===== src/rtl/sip_pkg.sv =====
package sip_pkg;

	localparam int NumCells = 15;
	localparam int Stages = NumCells + 3;
	localparam logic [29:0] IdxScale = 30'd10000;
	localparam logic [14:0] NdwiLimit = 15'd10000;
	localparam logic [14:0] BrightMax = 15'd32767;
	localparam logic [32:0] SqrtSatSum = 33'd1073709057;

	typedef struct packed {
		logic [17:0] rem;
		logic [17:0] den;
		logic [14:0] nbits;
		logic [14:0] quo;
		logic        neg;
		logic        zero;
		logic        ovf;
	} sip_div_t;

	typedef struct packed {
		logic [16:0] rem;
		logic [14:0] root;
		logic [29:0] xbits;
		logic        zero;
		logic        sat;
	} sip_sqrt_t;

endpackage


===== src/rtl/sip_div_cell.sv =====
module sip_div_cell (
	input  logic              clk,
	input  logic              en,
	input  sip_pkg::sip_div_t c_in,
	output sip_pkg::sip_div_t c_out
);

	logic [18:0] t;
	logic [18:0] diff;
	logic        take;
	sip_pkg::sip_div_t nxt;

	always_comb begin
		t = {c_in.rem, c_in.nbits[14]};
		diff = t - {1'b0, c_in.den};
		take = (t >= {1'b0, c_in.den});
		nxt = c_in;
		nxt.rem = take ? diff[17:0] : t[17:0];
		nxt.nbits = {c_in.nbits[13:0], 1'b0};
		nxt.quo = {c_in.quo[13:0], take};
	end

	always_ff @(posedge clk) begin
		if (en) begin
			c_out <= nxt;
		end
	end

endmodule


===== config.mk =====
export PLATFORM = sky130hd
export DESIGN_NAME = sip_div_cell
export DESIGN_NICKNAME = d
export VERILOG_FILES = /design/src/rtl/sip_pkg.sv /design/src/rtl/sip_div_cell.sv
export SDC_FILE = /design/constraint.sdc
export NUM_CORES = 1
export LEC_CHECK = 0
export ABC_AREA = 1
export BUFFER_PORTS_ARGS = -buffer_cell sky130_fd_sc_hd__clkbuf_2
export CORE_MARGIN = 8
export CORE_UTILIZATION = 49
export CTS_CLUSTER_DIAMETER = 30
export CTS_CLUSTER_SIZE = 30
export DETAILED_ROUTE_END_ITERATION = 6
export GPL_TIMING_DRIVEN = 0
export PLACE_DENSITY = 0.76
export SLEW_MARGIN = 40
export SYNTH_ARGS = -nofsm -noshare
export SYNTH_HDL_FRONTEND = slang
export SYNTH_SLANG_ARGS = --single-unit

===== constraint.sdc =====
create_clock -name clk -period 2.4 [get_ports clk]
set_input_delay 0.36 -clock clk [delete_from_list [all_inputs] [get_ports clk]]
set_output_delay 0.36 -clock clk [all_outputs]
set_load 0.02 [all_outputs]

=== After elaboration in Yosys (flattened, before gate mapping) ===
Index checks and enable logic that the tools add are counted.

* Multiplexer cells: 1
* Magnitude comparators: 1
* Add/subtract/negate cells: 1

{| class="wikitable"
|+ Operators by type and width
! cell !! count
|-
| greater-or-equal comparator 19 x 18 -> 1 bit || 1
|-
| 2-to-1 mux 18 bit || 1
|-
| subtractor 18 bit || 1
|}

* Output and inout bits: 69
* Logic and storage cells: 10
* Input bits: 71
* Flip-flop bits (word level): 68

=== Longest topological paths before layout ===
* Depth in word-level cells: 2
* Gate-level depth with buffers: 14
* Gate-level depth less buffers: 14

=== Least setup slack after synthesis ===
Ideal clock, no wire load.

* Path type: input-to-reg
* Start point: in c_in[32] in the netlist's numbering
* End point: reg c_out[63] in the netlist's numbering, data pin
* Buffers on the path: 0
* Data required time: 2.148 ns
* Data arrival time: 1.689 ns
* Cell stages on the path: 13
* Setup time: 0.252 ns
* Setup slack: 0.459 ns
* Cells stage by stage: inv_1 ha_1 inv_1 fa_1 nand2_1 nand2_1 and2_1 nand2_1 nand2_1 nand2_1 nand3b_1 nand3_2 nand2_1

{| class="wikitable"
|+ RTL lines
! item !! line !! text
|-
| start, declared || sip_div_cell.sv:4 || <nowiki>input sip_pkg::sip_div_t c_in,</nowiki>
|-
| end signal, assigned || sip_div_cell.sv:25 || <nowiki>c_out <= nxt;</nowiki>
|-
| end, declared || sip_div_cell.sv:5 || <nowiki>output sip_pkg::sip_div_t c_out</nowiki>
|}

==> flow_summary_export.csv <==
group,metric,value,unit
synthesis,netlist.top_cell.by_area,"edfxtp_1",
routing,remaining_drc_errors,0,
power_and_ir_drop,p_sw_share,27.7,%
routing,drtPass1Iterations,4,
floorplan,core-area,0.00718,mm²
clock_tree,cts-root-buf,"clkbuf_8",
synthesis,synthArstFlopShare,0,%
synthesis,synth_fa_ha_area_share,6.79,%
synthesis,syn-cell-area,0.00361,mm²
setup_path,cpMostUsedCell,"nand2_1",
power_and_ir_drop,p_clk_share,35.6,%
setup_path,worstSetupPathType,"input pin to flip-flop",
routing,ant_nets,0,
power_and_ir_drop,p_switching,0.000959,W
sta,min_period,1.95,ns
finish,area_delta_synth_final,30.3,%
placement,gp_congestion,0.854,
synthesis,synth.distinct_cells,30,
finish,reg_top3,"c_out x68",
synthesis,ys_seq_elements,68,
power_and_ir_drop,power.leakage,2.36,nW
finish,antenna_cells,0,
sta,grt_setup_unrepaired,"no",
synthesis,synth-edff-count,68,
clock_tree,cts_setup_buffers,0,
sta,setup_viol,0,
sta,hold_violations,0,
floorplan,design.die.area,0.0104,mm²
synthesis,yosysWarnings,0,
floorplan,start_util,50.3,%
synthesis,synth_compound_area_share,2.29,%
sta,drv_slew,0,
synthesis,synth_top_family_by_area,"simple AND/OR/NAND/NOR gates",
synthesis,netlist.area_leader.share,56.6,%
floorplan,io_pins,140,
synthesis,syn_area_per_cell,10.0,µm²
power_and_ir_drop,power,0.00346,W
floorplan,fp.dieH,102,µm
clock_tree,cts_buffer_depth,2,
power_and_ir_drop,combinationalPowerShare,21.8,%
setup_path,cp_top_family,"simple AND/OR/NAND/NOR gates",
min_path,hold_class,"input pin to flip-flop",
clock_tree,cts.sinks,68,
setup_path,worst_setup_path_end_kind,"flip-flop",
grt,grt_pass1_wl,14.6,mm
setup_path,start_kind,"input pin",
clock_tree,numCtsBuffers,9,
floorplan,die_w,102,µm
finish,fin_nets,599,
routing,wire_per_inst,15.1,µm
setup_path,crit_start,"c_in[32]",
placement,portBuffers,137,
power_and_ir_drop,seq_power_share,42.6,%
sta,tns,0,ns
clock_tree,hold_buffers,0,
min_path,hp-start,"c_in[27]",
grt,grt-ovfl-total,0,
synthesis,yosys.area_share.simple,25.6,%
placement,dpl.hpwl,7.64,mm
outcome,status,"completed",
clock_tree,ctsResizeCount,0,
setup_path,worst-path-stages,14,
setup_path,critPathRequiredTime,2.50,ns
routing,num_vias,2926,
setup_path,crit_chain,"clkbuf_2 > inv_1 > ha_1 > inv_1 > fa_1 > nand2_1 > nand2_1 > and2_1 > nand2_1 > nand2_1 > nand2_1 > nand3b_1 > nand3_2 > nand2_1",
grt,antenna_found_initial,0,
grt,grt_pass1_vias,3146,
setup_path,endpoint,"c_out[63]$_DFFE_PP_",
synthesis,syn_nets,450,
flow_run,drv_cap,0,
clock_tree,path_clk_slew,0.07,ns
setup_path,critical_path.slowest_cell,"fa_1",
clock_tree,htreeDepth,3,
finish,multiInputGateArea,0.00133,mm²
grt,gr-usage-all-layers,18.2,%
setup_path,arrival,2.05,ns
synthesis,yosysSeqAreaShare,56.6,%
floorplan,rows,31,
setup_path,worst-path-buf-inv,3,
routing,viasPerCell,4.78,
sta,finalCritPeriodShare,81.3,%
finish,regMostFlops,"c_out",
setup_path,cp_max_fo,4,
finish,largest_reg_flops,68,
finish,layout-drive-gt1-share,37.2,%
clock_tree,cts_tree,"yes",
power_and_ir_drop,power_density,736,mW/mm²
grt,grt_max_degree,45,
finish,fill_cells,607,
power_and_ir_drop,ir_worst_vdd,308,µV
setup_path,slowest_delay,0.40,ns
sta,fmaxAchievable,512,MHz
synthesis,syn_inst,360,
power_and_ir_drop,intPower,0.00250,W
routing,wirelength,9.26,mm
min_path,min_path_cells,1,
synthesis,synth.area.mux_share,0,%
synthesis,synthFlopType,"edfxtp_1",
finish,seqCellArea,0.00204,mm²
synthesis,synth_xor_area_share,1.94,%
routing,drt_iter0_drc,153,
synthesis,synthTopCellsByArea,"edfxtp_1 57%, nand2_1 11%, ha_1 6.2%, inv_1 5.1%, nand3_1 3.7%",
==> through the flow <==
stage	area (µm²)	cells	util (%)	hold slack, ns	setup slack (ns)
floorplan	3610	360	-	0.459	0.459
global route	4700	612	65.5	0.171	0.358
CTS	4700	612	65.5	0.172	0.444
detailed placement	4440	597	61.9	0.539	0.0669
finish	4700	612	65.5	0.193	0.448
global placement	4420	596	61.6	0.538	0.142
==> cells by family (layout without fill, tap and decap cells) <==
kind of cell / count (synthesis) / after routing
flip-flops: 68 / 68
AND/OR/NAND/NOR: 195 / 195
buffers and inverters: 56 / 209
XOR/XNOR: 8 / 8
adder cells (fa/ha/maj): 19 / 19
other: 1 / 1
AO/OA/AOI/OAI: 13 / 13
==> per-layer routing <==
layer / wire [µm] / global-route usage (%)
met5: 0 / 0
met4: 98 / 6.32
met3: 744 / 4.36
met2: 4300 / 31.9
met1: 4110 / 21.3
==> power by group through the flow <==
stage	sequential (W)	clock [W]	combinational, W
after floorplan	0.00166	0	0.000325
after global placement	0.00150	0	0.000744
after detailed placement	0.00150	0	0.000761
after CTS	0.00148	0.00126	0.000764
after global routing	0.00149	0.00130	0.000833
final	0.00148	0.00123	0.000755
==> layout make-up <==
class                      count  share of cell area, %
timing repair buffer         138                   15.1
tap                           99                   2.63
clock buffer                   9                   2.63
sequential                    68                   43.4
multi-input combinational    236                   28.2
inverter                      51                   4.07
buffer                         5                   1.04
clock inverter                 6                   2.93
==> how the worst min path moves through the flow <==
stage	endpoint	slack [ns]
2_1_floorplan	c_out[0]$_DFFE_PP_	0.46
3_3_place_gp	c_out[22]$_DFFE_PP_	0.54
6_report	c_out[28]$_DFFE_PP_	0.19
5_1_grt	c_out[28]$_DFFE_PP_	0.17
4_1_cts	c_out[28]$_DFFE_PP_	0.17
3_5_place_dp	c_out[28]$_DFFE_PP_	0.54
==> cells in the final DEF, fill, tap and decap left out, types with 2 or more instances in the layout <==
cell type / netlist / final
a21oi_1: 8 / 8
inv_1: 49 / 49
inv_2: 2 / 2
buf_4: 2 / 2
nand2_1: 106 / 106
nand3_2: 7 / 7
nand3b_1: 9 / 9
clkbuf_8: 0 / 9
nand3_1: 27 / 27
bufinv_16: 0 / 4
nand2_2: 12 / 12
nor2_2: 5 / 5
ha_1: 18 / 18
clkbuf_2: 0 / 136
clkinv_4: 0 / 2
nor3_1: 2 / 2
edfxtp_1: 68 / 68
buf_6: 3 / 3
nor2_1: 20 / 20
xor2_1: 8 / 8
==> cells in the mapped netlist, types with 2 or more instances <==
| cell | count |
|---|---|
| nand2_1 | 106 |
| edfxtp_1 | 68 |
| inv_1 | 49 |
| nand3_1 | 27 |
| nor2_1 | 20 |
| ha_1 | 18 |
| nand2_2 | 12 |
| nand3b_1 | 9 |
| a21oi_1 | 8 |
| xor2_1 | 8 |
| nand3_2 | 7 |
| nor2_2 | 5 |
| buf_6 | 3 |
| buf_4 | 2 |
| inv_2 | 2 |
| nor3_1 | 2 |
(Power assumes the default switching activity.)
