==> config.mk <==
export PLATFORM = sky130hd
export DESIGN_NAME = sip_sqrt_cell
export DESIGN_NICKNAME = d
export VERILOG_FILES = /design/src/rtl/sip_pkg.sv /design/src/rtl/sip_sqrt_cell.sv
export SDC_FILE = /design/constraint.sdc
export NUM_CORES = 1
export LEC_CHECK = 0
export BUFFER_PORTS_ARGS = -buffer_cell sky130_fd_sc_hd__buf_2
export CAP_MARGIN = 15
export CELL_PAD_IN_SITES_DETAIL_PLACEMENT = 0
export CELL_PAD_IN_SITES_GLOBAL_PLACEMENT = 1
export CORE_MARGIN = 2
export CORE_UTILIZATION = 40
export DETAILED_ROUTE_END_ITERATION = 12
export GPL_TIMING_DRIVEN = 0
export HOLD_SLACK_MARGIN = 0.15
export PLACE_DENSITY = 0.86
export SETUP_SLACK_MARGIN = 0.05
export SYNTH_ARGS = -nofsm -noshare
export SYNTH_HDL_FRONTEND = slang
export SYNTH_SLANG_ARGS = --single-unit
==> constraint.sdc <==
create_clock -name clk -period 6.9 [get_ports clk]
set_input_delay 1.38 -clock clk [delete_from_list [all_inputs] [get_ports clk]]
set_output_delay 1.38 -clock clk [all_outputs]
set_load 0.01 [all_outputs]
==> src/rtl/sip_pkg.sv <==
package sip_pkg;

	localparam int NumCells = 15;
	localparam int Stages = NumCells + 3;
	localparam logic [29:0] IdxScale = 30'd10000;
	localparam logic [14:0] NdwiLimit = 15'd10000;
	localparam logic [14:0] BrightMax = 15'd32767;
	localparam logic [32:0] SqrtSatSum = 33'd1073709057;

	typedef struct packed {
		logic [17:0] rem;
		logic [17:0] den;
		logic [14:0] nbits;
		logic [14:0] quo;
		logic        neg;
		logic        zero;
		logic        ovf;
	} sip_div_t;

	typedef struct packed {
		logic [16:0] rem;
		logic [14:0] root;
		logic [29:0] xbits;
		logic        zero;
		logic        sat;
	} sip_sqrt_t;

endpackage

==> src/rtl/sip_sqrt_cell.sv <==
module sip_sqrt_cell (
	input  logic               clk,
	input  logic               en,
	input  sip_pkg::sip_sqrt_t c_in,
	output sip_pkg::sip_sqrt_t c_out
);

	logic [18:0] t;
	logic [18:0] trial;
	logic [18:0] diff;
	logic        take;
	sip_pkg::sip_sqrt_t nxt;

	always_comb begin
		t = {c_in.rem, c_in.xbits[29:28]};
		trial = {2'b00, c_in.root, 2'b01};
		diff = t - trial;
		take = (t >= trial);
		nxt = c_in;
		nxt.rem = take ? diff[16:0] : t[16:0];
		nxt.root = {c_in.root[13:0], take};
		nxt.xbits = {c_in.xbits[27:0], 2'b00};
	end

	always_ff @(posedge clk) begin
		if (en) begin
			c_out <= nxt;
		end
	end

endmodule

== Yosys cells after proc, flatten, opt, wreduce, memory -nomap -nowiden ==
Index checks and enable logic that the tools add are counted.

* Register bits after elaboration: 62

* Add/sub/neg operators: 1
* Order comparisons: 1
* Muxes and demuxes: 1

{| class="wikitable"
|+ Operator list
! cell !! count
|-
| >= comparator 19 x 17 -> 1 bit || 1
|-
| 2-to-1 mux 17 bit || 1
|-
| subtractor 17 bit || 1
|}

== Longest topological paths before layout ==
Gate-level depths: netlist of run 1.

* Word-level depth: 2
* Depth in mapped cells: 10
* Gate-level depth less buffers: 8

== Least setup slack after synthesis of run 1 ==
OpenSTA, ideal clock, no wires.

* Path type: in2reg
* Start: in c_in[39] (netlist bit)
* End: reg c_out[57] (netlist bit) (data pin)
* Arrival time: 3.133 ns
* Required time: 6.640 ns
* Slack: 3.507 ns
* Stages: 10
* Cells stage by stage: inv_1 ha_1 buf_2 nand2_1 o21ai_0 nand2_1 o21a_1 o221ai_4 buf_12 mux2_4

{| class="wikitable"
|+ RTL lines
! item !! line !! RTL
|-
| from (decl) || sip_sqrt_cell.sv:4 || <nowiki>input sip_pkg::sip_sqrt_t c_in,</nowiki>
|-
| to (signal assigned) || sip_sqrt_cell.sv:27 || <nowiki>c_out <= nxt;</nowiki>
|-
| to (decl) || sip_sqrt_cell.sv:5 || <nowiki>output sip_pkg::sip_sqrt_t c_out</nowiki>
|}

==> results, run 1 <==
- The run finished with clean final reports.
- The global-route wire length before repair is about 11 mm.
- Entering global routing, the biggest net connects 47 pins.
- The end point of the critical path is c_out[59].
- At the placement stage, the worst setup path has a slack of ~3.1 ns.
- The post-synthesis cell count is 222.
- Based on the critical path, the design can be clocked at up to just under 300 MHz.
- In this run the tool buffered the top-level ports with 127 buffer cells.
- Of all nets on the critical path, the largest fanout is 10.
- The cell sitting at the root of the clock tree is a sky130_fd_sc_hd__clkbuf_8.
- The number of antenna violations at the first check in global routing came to 0.
- The largest stage delay on the critical path is 0.38 ns.
- The register bank with the most flops is c_out.
- The area of the die is approximately 8400 um2.
- The core region is 7330 um2.
- Counting flops with a built-in enable in the synthesized netlist gives a little over 60.
- The type of the worst setup path is in2reg.
- The most critical setup path has its startpoint at c_in[39].
- TritonCTS built the clock tree.
- The number of buffers created by CTS is 9.
- The signal on the critical path passes through buf_2 > inv_1 > ha_1 > buf_2 > nand2_1 > o21ai_0 > nand2_1 > o21a_1 > o221ai_4 > buf_12 > mux2_4.
- The slowest stage of the critical path is the sky130_fd_sc_hd__o221ai_4 cell.
- The via count of the first global-routing pass came to roughly 2100.
- The critical path required time is around 7 ns.
- The detail-routed net length per standard cell is ~15 um.
- The post-layout minimum cycle time is about 3.5 ns.
- The kind of start point of the critical path is a primary input.
- The critical path arrival is 3.55 ns.
- The fraction of layout cells with a size suffix above 1 is 0.462.
- The number of detailed-route iterations in the first pass is 4.
- The remaining design rule violation count is 0.
- The initial utilization of the core area, before any placement, comes to 0.418.
- Yosys mapped the design onto 43 distinct sky130hd cell types.
- The H-tree was split into 3 levels.
- After synthesis the cells add up to 3070 um2.
- In this run the worst hold path is classified as in2reg.
- For this design the static power due to leakage is approximately 1.8 nW.
- The total grt overflow is 0.
- The site row count is 31.
- The via total after detailed routing is 2259.
- In the synthesized netlist the dominant register cell turns out to be sky130_fd_sc_hd__edfxtp_1.
- STA classifies the critical path endpoint as a flip-flop.
- The final weighted congestion of routability-driven global placement is 0.802.
- The die is 91.6 um tall.
- The total clock sinks is slightly above 60.
- Relative to the synthesized area, the layout overhead comes to 31.3%.
- The final setup slack of the worst path is 3.43 ns.
- Setup violations remaining at the end of the flow were counted as 0.
- The clock passes through at most 2 buffers.
- The period utilization is 0.502.
- The worst voltage drop across the vdd grid is 0.105 mV.
- The async set-or-reset flop fraction in the synthesized netlist is 0.
- The accumulated negative setup slack is 0 ns.
- After the last flow step, the layout net total stands at 445.
- In this run the remaining antenna-violating nets after routing total 0.
- The largest registers in the layout are c_out x62.
- The per-instance average area after synthesis is 13.8 um2.
- In the routed layout, each cell is associated on average with a via count of 4.86.
- The register with the most flip-flops in the layout has 62 of them.
- For this block, the initial DRC count from the detailed router was 101.
- The post-CTS repair timing setup buffer count is 0.
- Clock-pin slew was measured on the worst setup and hold paths at 0.07 ns.
- In this run the power density over the cells is about 240 nW/um2.
- The count of hold-fix buffers inserted at cts is 0.
- The antenna diode count is 0.
- Setup repair after global routing left no endpoint under its margin.
- The overall global routing resource usage is 0.161.
- Wires add up to 6.75 mm.
- The total of warnings raised by yosys is 0.
- During I/O placement, the number of pins put on the boundary was 130.
- After synthesis the netlist holds a flip-flop and latch count of slightly above 60.
- The library cells used most frequently in the layout, excluding fill and tap cells, are 129 x sky130_fd_sc_hd__buf_2, 62 x sky130_fd_sc_hd__edfxtp_1, 23 x sky130_fd_sc_hd__inv_1.
- Detailed placement finished with a half-perimeter wire length of 5.22 mm.
- The library cell used most frequently in the layout, excluding fill and tap cells, is sky130_fd_sc_hd__buf_2.
- The horizontal die dimension is 91.6 um.
- The count of instances resized after the clock tree is built is 0.
- The reported max-cap violation count is 0.
- The final number of max-transition violations came to 0.
- Of the synthesized area, sequential elements account for 0.607.
- The count of final hold-check violations is 0.
## worst max-delay path, delay by kind of cell
family / cells / cell delay, ns
compound gates: 3 / 0.88
fa+ha+maj: 1 / 0.26
mux: 1 / 0.30
buf+inv: 4 / 0.52
simple gates: 2 / 0.20
## cells by family (layout without fill, tap and decap cells)
group,after synthesis,after routing,synth area share
compound gates,46,46,0.114
simple gates,37,37,0.0600
other cells,1,2,0.00122
flops,62,62,0.607
buf+inv,30,173,0.0477
fa+ha+maj,17,17,0.0694
mux,16,16,0.0636
xor+xnor,13,13,0.0371
## where the power goes
part | switching (mW) | internal, mW
registers | 0.00920 | 0.461
logic | 0.107 | 0.0960
clock network | 0.136 | 0.160
total | 0.252 | 0.717
## how the worst min path moves through the flow
| stage | start | to | cells after the start |
|---|---|---|---|
| 2_1_floorplan | c_in[0] | c_out[0] | 0 |
| 3_5_place_dp | c_in[13] | c_out[15] | 1 |
| 4_1_cts | c_in[13] | c_out[15] | 1 |
| 6_report | c_in[13] | c_out[15] | 1 |
| 3_3_place_gp | c_in[21] | c_out[23] | 1 |
| 5_1_grt | c_in[13] | c_out[15] | 1 |
## layout make-up
class / instances / area, um2
Inverter: 23 / 86.3
Clock inverter: 6 / 53.8
Sequential cell: 62 / 1860
Multi-Input combinational cell: 131 / 1060
Fill cell: 667 / 3300
Timing Repair Buffer: 128 / 656
Clock buffer: 9 / 124
Tap cell: 99 / 124
Buffer: 7 / 60.1
## through the flow
step	util	power, mW	hold slack (ns)	cells	cell area, um2
global placement	0.522	0.676	1.56	449	3830
global route	0.549	1.02	1.20	465	4030
detailed placement	0.525	0.683	1.56	450	3850
CTS	0.549	0.984	1.21	465	4030
floorplan	-	0.600	1.48	223	3070
finish	0.549	0.969	1.22	465	4030
## synth_stat cells (2+ instances only)
cell type / number / area [um2]
sky130_fd_sc_hd__mux2i_1: 3 / 30.0
sky130_fd_sc_hd__nor2_1: 11 / 41.3
sky130_fd_sc_hd__a21oi_1: 15 / 75.1
sky130_fd_sc_hd__nand2_1: 8 / 30.0
sky130_fd_sc_hd__o211ai_1: 2 / 15.0
sky130_fd_sc_hd__buf_2: 2 / 10.0
sky130_fd_sc_hd__xor2_1: 4 / 35.0
sky130_fd_sc_hd__buf_4: 2 / 15.0
sky130_fd_sc_hd__mux2_4: 5 / 75.1
sky130_fd_sc_hd__o21ai_2: 2 / 17.5
sky130_fd_sc_hd__mux2_2: 8 / 90.1
sky130_fd_sc_hd__a211oi_1: 2 / 15.0
sky130_fd_sc_hd__ha_1: 17 / 213
sky130_fd_sc_hd__and3_4: 2 / 22.5
sky130_fd_sc_hd__o21a_1: 2 / 15.0
sky130_fd_sc_hd__a21o_1: 2 / 15.0
sky130_fd_sc_hd__xnor2_1: 9 / 78.8
sky130_fd_sc_hd__edfxtp_1: 62 / 1860
sky130_fd_sc_hd__o21ai_0: 8 / 40.0
sky130_fd_sc_hd__nand4_1: 3 / 18.8
sky130_fd_sc_hd__or3_1: 2 / 12.5
sky130_fd_sc_hd__nand3_1: 4 / 20.0
sky130_fd_sc_hd__nor3_1: 5 / 25.0
sky130_fd_sc_hd__inv_1: 23 / 86.3
## per-layer routing
layer | GRT usage | vias to the layer above | part of all wire
li1 | - | 1111 | -
met1 | 0.205 | 1029 | 0.42
met2 | 0.260 | 113 | 0.47
met3 | 0.0498 | 6 | 0.091
met4 | 0.0568 | 0 | 0.011
met5 | 0 | - | 0
No activity file was read; power rests on OpenSTA's default activity.
==> run 2: changes to the inputs <==
--- a/config.mk
+++ b/config.mk
@@ -10,11 +10,11 @@
 export CELL_PAD_IN_SITES_DETAIL_PLACEMENT = 0
 export CELL_PAD_IN_SITES_GLOBAL_PLACEMENT = 1
 export CORE_MARGIN = 2
-export CORE_UTILIZATION = 40
+export CORE_UTILIZATION = 37
 export DETAILED_ROUTE_END_ITERATION = 12
 export GPL_TIMING_DRIVEN = 0
 export HOLD_SLACK_MARGIN = 0.15
-export PLACE_DENSITY = 0.86
+export PLACE_DENSITY = 0.81
 export SETUP_SLACK_MARGIN = 0.05
 export SYNTH_ARGS = -nofsm -noshare
 export SYNTH_HDL_FRONTEND = slang
==> constraint.sdc (replaced) <==
create_clock -name clk -period 3.5 [get_ports clk]
set_input_delay 0.7 -clock clk [delete_from_list [all_inputs] [get_ports clk]]
set_output_delay 0.7 -clock clk [all_outputs]
set_load 0.01 [all_outputs]
==> results, run 2 (synthesized netlist as in run 1, its figures left out) <==
- The worst voltage drop across the vdd grid is 0.174 mV (was 0.105 mV).
- The final HPWL from detailed placement is 4.89 mm (was 5.22 mm).
- The combinational cell fraction of total power came to 0.207 (was 0.210).
- The number of endpoints failing setup at the final stage is 0 (unchanged).
- The critical path arrival came to 2.95 ns (was 3.55 ns).
- The die height is 95.0 um (was 91.6 um).
- In the finished design, the share of the clock period the worst path needs comes to 0.821.
- The worst min-delay path startpoint was c_in[15] (was c_in[13]).
- The cell at the root of the clock tree is sky130_fd_sc_hd__clkbuf_8 (unchanged).
- The number of instances on the worst hold path was 1 (unchanged).
- The switching fraction of total power came to 0.260 (about the same).
- The share of power burned in registers is 0.480 (was 0.485).
- The deepest level of the CTS H-tree was 3 (unchanged).
- The critical path endpoint category was a flip-flop (unchanged).
- The power density of the placed cells is 475 nW/um2 (was 241 nW/um2).
- The final weighted congestion of routability-driven global placement is 0.833 (was 0.802).
- The count of instances resized after the clock tree is built was 0 (unchanged).
- The via count of the first global-routing pass came to 2082 (was 2144).
- The flip-flop count of the largest register after layout was 62 (unchanged).
- The count of hold-fix buffers inserted at cts came to 0 (unchanged).
- The power share of the clock group is 0.313 (was 0.305).
- The largest stage delay on the critical path is 0.39 ns (was 0.38 ns).
- The post-CTS clock slew at the launch and capture registers of the worst setup and hold paths is 0.07 ns (about the same).
- The number of antenna violations at the first check in global routing was 0 (unchanged).
- List of cells traversed by the critical path: buf_2 > inv_1 > ha_1 > a21oi_1 > o21ai_0 > nand2_1 > o21a_1 > o221ai_4 > buf_12 > mux2_4 (was buf_2 > inv_1 > ha_1 > buf_2 > nand2_1 > o21ai_0 > nand2_1 > o21a_1 > o221ai_4 > buf_12 > mux2_4).
- The overall global routing resource usage is 0.139 (was 0.161).
- The kind of cell with the highest combined delay on the critical path is compound AO/OA/AOI/OAI gates (unchanged).
- The fraction of layout cells with a size suffix above 1 is 0.469 (was 0.462).
- The global-route wire length before repair is 9.53 mm (was 10.5 mm).
- The via count normalized by instance count came to 4.68 (was 4.86).
- The number of buffers on the longest clock path came to 2 (unchanged).
- The starting density of the core came to 0.377 (was 0.418).
- The final cell count without fillers is 472 (was 465).
- The kind of start point of the critical path is a primary input (unchanged).
- The area added between synthesis and finish was 32.0% (was 31.3%).
- The worst hold path endpoint is c_out[17] (was c_out[15]).
- The total buffers and inverters traversed by the critical path came to 3 (was 4).
- The number of buffers created by CTS is 9 (unchanged).
- The critical path required time is 3.58 ns (was 6.98 ns).
- The count of final hold-check violations is 0 (unchanged).
- The antenna diode count was 0 (unchanged).
- The via total after detailed routing was 2211 (was 2259).
- The class of the tightest hold or removal check is in2reg (unchanged).
- The reported net switching power was 500 uW (was 252 uW).
- The remaining antenna violation count was 0 (unchanged).
- The type of the worst setup path is in2reg (unchanged).
- The horizontal die dimension was 95.0 um (was 91.6 um).
- The routed design could run at a clock period as short as 2.87 ns.
- The number of ports placed on the die boundary is 130 (unchanged).
- The detail-routed net length per standard cell is 13.5 um (was 14.5 um).
- Largest registers in the final layout: c_out x62 (unchanged).
- The total core area is 8130 um2 (was 7330 um2).
- The final number of max-transition violations is 0 (unchanged).
- The maximum number of pins on one net before global-route repair came to 44 (was 47).
- The remaining design rule violation count came to 0 (unchanged).
- Top library cells by usage in the layout, fill and taps aside: 129 x sky130_fd_sc_hd__buf_2, 62 x sky130_fd_sc_hd__edfxtp_1, 23 x sky130_fd_sc_hd__inv_1 (unchanged).
- The number of fillers in the final layout is 758 (was 667).
- The area of the die is 9030 um2 (was 8380 um2).
- The most frequent standard cell in the layout excluding fill and tap cells is sky130_fd_sc_hd__buf_2 (unchanged).
- Unrepaired setup endpoints after global routing: no (unchanged).
- The count of placed standard cells including taps was 456 (was 450).
- The total grt overflow came to 0 (unchanged).
- The utilization of the core after routing was 0.498 (was 0.549).
- The static leakage came to 1.81 nW (about the same).
- The violation count after the first detailed-route iteration is 108 (was 101).
- The reported max-cap violation count came to 0 (unchanged).
- The slowest cell on the critical path is sky130_fd_sc_hd__ha_1 (was sky130_fd_sc_hd__o221ai_4).
- The total clock sinks is 62 (unchanged).
- The site row count is 33 (was 31).
- The number of nets at the end of the flow was 445 (unchanged).
- The register bank with the most flops was c_out (unchanged).
- The accumulated negative setup slack was 0 ns (unchanged).
- The internal portion of total power is 1.42 mW (was 717 uW).
- The highest fanout seen on the critical path is 10 (unchanged).
- The clock tree from TritonCTS was built (unchanged).
- The number of detailed-route iterations in the first pass is 4 (unchanged).
- The maximum achievable frequency is 348 MHz.
- The detailed-route wire length is 6.37 mm (was 6.75 mm).
- Outcome: finished clean (unchanged).
- The post-CTS repair timing setup buffer count was 0 (unchanged).
- The count of input and output buffers was 127 (unchanged).
==> run 2: cell types whose count changed in the layout (fill, tap and decap cells not counted) <==
cell,previous run,this run
sky130_fd_sc_hd__clkbuf_1,1,2
sky130_fd_sc_hd__clkinv_1,3,0
sky130_fd_sc_hd__clkinv_2,1,2
sky130_fd_sc_hd__clkinvlp_4,1,3
==> run 2: power by group through the flow <==
stage                     clock network, mW  logic (mW)  registers (mW)
after CTS                             0.625       0.403           0.925
after global placement                    0       0.394           0.939
after detailed placement                  0       0.400           0.940
final                                 0.602       0.398           0.924
after global routing                  0.655       0.442           0.930
after floorplan                           0       0.197           0.986
==> run 2: worst max path at each step <==
stage,from,end,slack [ns],depth (start not counted)
5_1_grt,c_in[39],c_out[59],0.46,11
2_1_floorplan,c_in[39],c_out[57],0.79,10
4_1_cts,c_in[38],c_out[61],0.63,10
3_5_place_dp,c_in[38],c_out[61],0.27,10
6_report,c_in[38],c_out[59],0.63,10
3_3_place_gp,c_in[38],c_out[61],0.29,10
==> run 2: routing by layer <==
metal  up-vias  share of wire  GRT usage
met5         -              0          0
met4         0         0.0085     0.0471
met3         5          0.089     0.0514
met2        94           0.46      0.216
met1      1000           0.44      0.180
li1       1112              -          -
==> run 2: final cells by class <==
cell class,count,area [um2],area share
Clock inverter,6,62.6,0.0155
Timing Repair Buffer,128,656,0.162
Buffer,7,60.1,0.0148
Sequential cell,62,1860,0.460
Tap cell,105,131,0.0325
Inverter,23,86.3,0.0213
Multi-Input combinational cell,131,1060,0.262
Clock buffer,10,128,0.0315
==> run 2: per-stage QoR <==
stage	setup WS, ns	hold slack, ns	power, mW	area (um2)
3_3_place_gp	0.287	0.877	1.33	3840
2_1_floorplan	0.787	0.799	1.18	3070
6_report	0.627	0.539	1.92	4050
4_1_cts	0.633	0.519	1.95	4050
5_1_grt	0.456	0.513	2.03	4050
3_5_place_dp	0.269	0.878	1.34	3860
